<file path="src/hdl/rht_pkg.sv">
package rht_pkg;

  // widest slot index the block supports
  localparam int unsigned SLOT_IDX_W = 4;

  // request codes
  localparam logic [1:0] REQ_INSERT = 2'd0;
  localparam logic [1:0] REQ_DELETE = 2'd1;
  localparam logic [1:0] REQ_LOOKUP = 2'd2;

  // result status codes
  localparam logic [1:0] STS_OK     = 2'd0;
  localparam logic [1:0] STS_KEY    = 2'd1;
  localparam logic [1:0] STS_FULL   = 2'd2;

  typedef logic [SLOT_IDX_W-1:0] slot_idx_t;

  // one stored route
  typedef struct packed {
    logic        valid;
    logic [31:0] key;
    logic [7:0]  nh_if;
    logic [47:0] nh_mac;
    logic [7:0]  hops;
    logic [31:0] bcast;
    logic [31:0] stamp;
  } slot_t;

  // outcome of scanning one bucket row
  typedef struct packed {
    logic      hit;
    slot_idx_t hit_idx;
    logic      free;
    slot_idx_t free_idx;
  } scan_t;

  typedef enum logic [1:0] {
    ST_CLEAR,
    ST_IDLE,
    ST_EVAL
  } state_t;

endpackage

</file>
<file path="src/hdl/rht_bucket_scan.sv">
module rht_bucket_scan
  import rht_pkg::*;
#(
  parameter int unsigned SLOTS_PER_BUCKET = 4
) (
  input  slot_t       row [SLOTS_PER_BUCKET],
  input  logic [31:0] key,
  output scan_t       scan
);

  // priority search: lowest matching slot and lowest free slot win
  always_comb begin
    scan = '0;
    for (int s = SLOTS_PER_BUCKET - 1; s >= 0; s--) begin
      if (row[s].valid) begin
        if (row[s].key == key) begin
          scan.hit     = 1'b1;
          scan.hit_idx = SLOT_IDX_W'(s);
        end
      end else begin
        scan.free     = 1'b1;
        scan.free_idx = SLOT_IDX_W'(s);
      end
    end
  end

endmodule
</file>
<file path="config.mk">
export PLATFORM = sky130hd
export DESIGN_NAME = rht_bucket_scan
export DESIGN_NICKNAME = d
export VERILOG_FILES = /design/src/hdl/rht_pkg.sv /design/src/hdl/rht_bucket_scan.sv
export SDC_FILE = /design/constraint.sdc
export NUM_CORES = 1
export LEC_CHECK = 0
export ABC_CLOCK_PERIOD_IN_PS = 1900
export BUFFER_PORTS_ARGS = -buffer_cell sky130_fd_sc_hd__buf_2
export CAP_MARGIN = 20
export CELL_PAD_IN_SITES_DETAIL_PLACEMENT = 1
export CELL_PAD_IN_SITES_GLOBAL_PLACEMENT = 1
export CORE_AREA = 2 2 264 266
export DETAILED_ROUTE_END_ITERATION = 10
export DIE_AREA = 0 0 266 268
export MAX_ROUTING_LAYER = met4
export PLACE_DENSITY = 0.44
export SLEW_MARGIN = 10
export SYNTH_ARGS = -nofsm -noshare
export SYNTH_HDL_FRONTEND = slang
export SYNTH_SLANG_ARGS = --single-unit
</file>
<file path="constraint.sdc">
create_clock -name vclk -period 1.9
set_input_delay 0.285 -clock vclk [all_inputs]
set_output_delay 0.285 -clock vclk [all_outputs]
set_load 0.05 [all_outputs]
</file>
==> impl_metrics.yaml <==
detailed_routing:
  routedWlPerCell_um: 14.0
  drt_first_pass_iters: 4
  ant_nets: 0
  count_of_routing_violations_after_the_opening_detailed_route_iteration: 59
  drt-total-wl_um: 18200
  routed-via-count: 2237
  via_per_inst: 1.72
  drc: 0
layout:
  num-clock-buffers: 0
  nFlopsAndLatches: 0
  num-nets-final: 1089
  syn2layout_area_growth_pct: 168
  drive_gt1_share_pct: 63.5
  sequential_cell_area_um2: 0
  multi_input_area_um2: 1830
  final_design_area_no_fill_um2: 4390
  n_fill_cell: 8191
placement:
  postPlaceCellArea_um2: 3940
  buffer_ports.inserted: 170
  gp_congestion: 0.783
  post-dp-hpwl_um: 17500
synth:
  adder_cell_share_of_the_synthesized_area_pct: 0
  synth_compound_gate_area_share_pct: 2.29
  netlist_area_um2: 1640
  main_combinational_cell_family_by_area_after_synthesis: "XOR/XNOR gates"
  syn_inst: 209
  yosysMostFrequentCell: "xnor2_1"
  post_synth.cell_area_avg_um2: 7.83
  post-synth-top-area-fraction_pct: 57.8
  post_synth_main_area_contributors: "xnor2_1, nand4_1, xor2_1"
  post_synth_num_cell_types: 21
  synth_seq_area_share_pct: 0
  synth_commonest_cells: "xnor2_1, nand4_1, xor2_1"
  synth-simple-area-share_pct: 19.4
  netlist.top_cell.by_area: "xnor2_1"
  number_of_warning_messages_in_the_yosys_log: 0
  multiplexer_area_fraction_after_synthesis_pct: 0
  synth_xor_xnor_area_share_pct: 69.8
floorplanning:
  die-area_um2: 71300
  core_area_um2: 68200
  start_util_pct: 2.40
  placement_rows: 96
  design.portCount: 686
  die_h_um: 268
  width_of_the_die_um: 266
global_route:
  grt_pass1_vias: 2578
  wire_length_of_the_first_global_routing_pass_um: 23000
  gr-total-overflow: 0
  grt_use_total_pct: 5.11
  antenna_found_initial: 9
  grt_start_max_net_pins: 6
power:
  power_density_nw_per_um2: 205
  total_leakage_power_nw: 1.59
  vdd.ir_drop.worst_mv: 0.0782
timing:
  fmax_ghz: 0.451
  holdWs_ps: 958
  rsz_0062_raised_after_global_routing: "yes"
  final_max_slew_viol_count: 0
  final-setup-viol-count: 3
  finalHoldViolCount: 0
  final.setup.worst_slack_ps: -316
  min_period_over_period_pct: 117
  timing.final.crit_period_ps: 2220
outcome:
  failing_checks: "negative setup slack"
  run_status: "finished, violations left"
worst_setup_path:
  worst_path_max_delay_cell: "and3_1"
  worstPathRequired_ps: 1620
  worst_setup_path_end_kind: "primary output"
  timing.critical_path.fanout_max: 2
  cp_cell_sequence: "buf_2, xor2_1, nor4_1, and3_1, nand3_1, buf_4, a21oi_2, buf_6"
  crit_path_max_incr_delay_ps: 380
  worstPathArrival_ps: 1930
  timing.setup.critical_path_class: "in2out"
  crit_path_start_kind: "input port"
flow_run:
  cap_viol_max_count: 0
min_path:
  min-delay-path-class: "in2out"
  number_of_cells_traversed_by_the_worst_hold_path: 3
[worst max-delay path, delay by kind of cell]
kind / cells / cell delay, ps
AO/OA/AOI/OAI: 1 / 130
XOR/XNOR: 1 / 200
buffers and inverters: 3 / 480
AND/OR/NAND/NOR: 3 / 820
[final timing paths]
kind      from  endpoint
max    key[26]   scan[6]
min   row[321]   scan[1]
[kinds of logic after synthesis]
logic type             after synthesis
AO/OA/AOI/OAI                        5
AND/OR/NAND/NOR                     54
buffers and inverters               22
other                                1
XOR/XNOR                           127
[power by group]
part | total, W | switching [W] | leakage (nW) | internal, W
clock network | 0.000000000490 | 0 | 0.0000380 | 0.000000000490
logic | 0.000901 | 0.000450 | 1.59 | 0.000451
registers | 0 | 0 | 0 | 0
[placed cells by master, fill, tap and decap left out]
cell type / instances
a21boi_0: 1
a21boi_4: 1
a21oi_1: 1
a21oi_2: 1
and3_1: 3
buf_12: 8
buf_2: 155
buf_4: 39
buf_6: 17
buf_8: 1
conb_1: 4
diode_2: 6
inv_1: 1
nand2_1: 2
nand2b_1: 2
nand2b_4: 1
nand3_1: 3
nand3_2: 3
nand3_4: 2
nand4_1: 26
nor3_1: 1
nor3_2: 2
nor3_4: 1
nor4_1: 3
nor4_2: 2
nor4_4: 3
o2111ai_1: 1
xnor2_1: 87
xnor2_2: 23
xnor2_4: 2
xor2_1: 15
[through the flow]
stage / instances / worst slack (ps) / power, W / util, % / TNS (ps)
finish: 1299 / -316 / 0.000901 / 6.43 / -913
detailed placement: 1291 / -728 / 0.000841 / 5.78 / -2080
global placement: 1291 / -792 / 0.000843 / 5.78 / -2170
floorplan: 212 / -34.6 / 0.000335 / - / -43.3
CTS: 1293 / -343 / 0.000906 / 6.22 / -998
global route: 1296 / -406 / 0.000981 / 6.42 / -1110
[cell type report]
class	instances	share of cell area, %
Tap cell	882	25.1
Timing Repair Buffer	220	32.7
Multi-Input combinational cell	190	41.7
Antenna cell	6	0.342
Inverter	1	0.0855
[per-layer routing]
layer / share of wire (%) / global-route usage [%] / routed length [µm] / vias to the layer above
met3: 6.7 / 0.834 / 1220 / 0
met4: 0 / 0.0304 / 0 / 0
met1: 56 / 8.10 / 10100 / 980
li1: - / - / - / 1105
met2: 38 / 6.95 / 6900 / 152
met5: 0 / - / 0 / -
[timing repair]
action	CTS	global route
pin swaps	13	16
setup endpoints to repair	3	3
hold buffers	0	0
setup buffers	3	0
resized for setup	52	25
No activity file was read; power rests on OpenSTA's default activity.
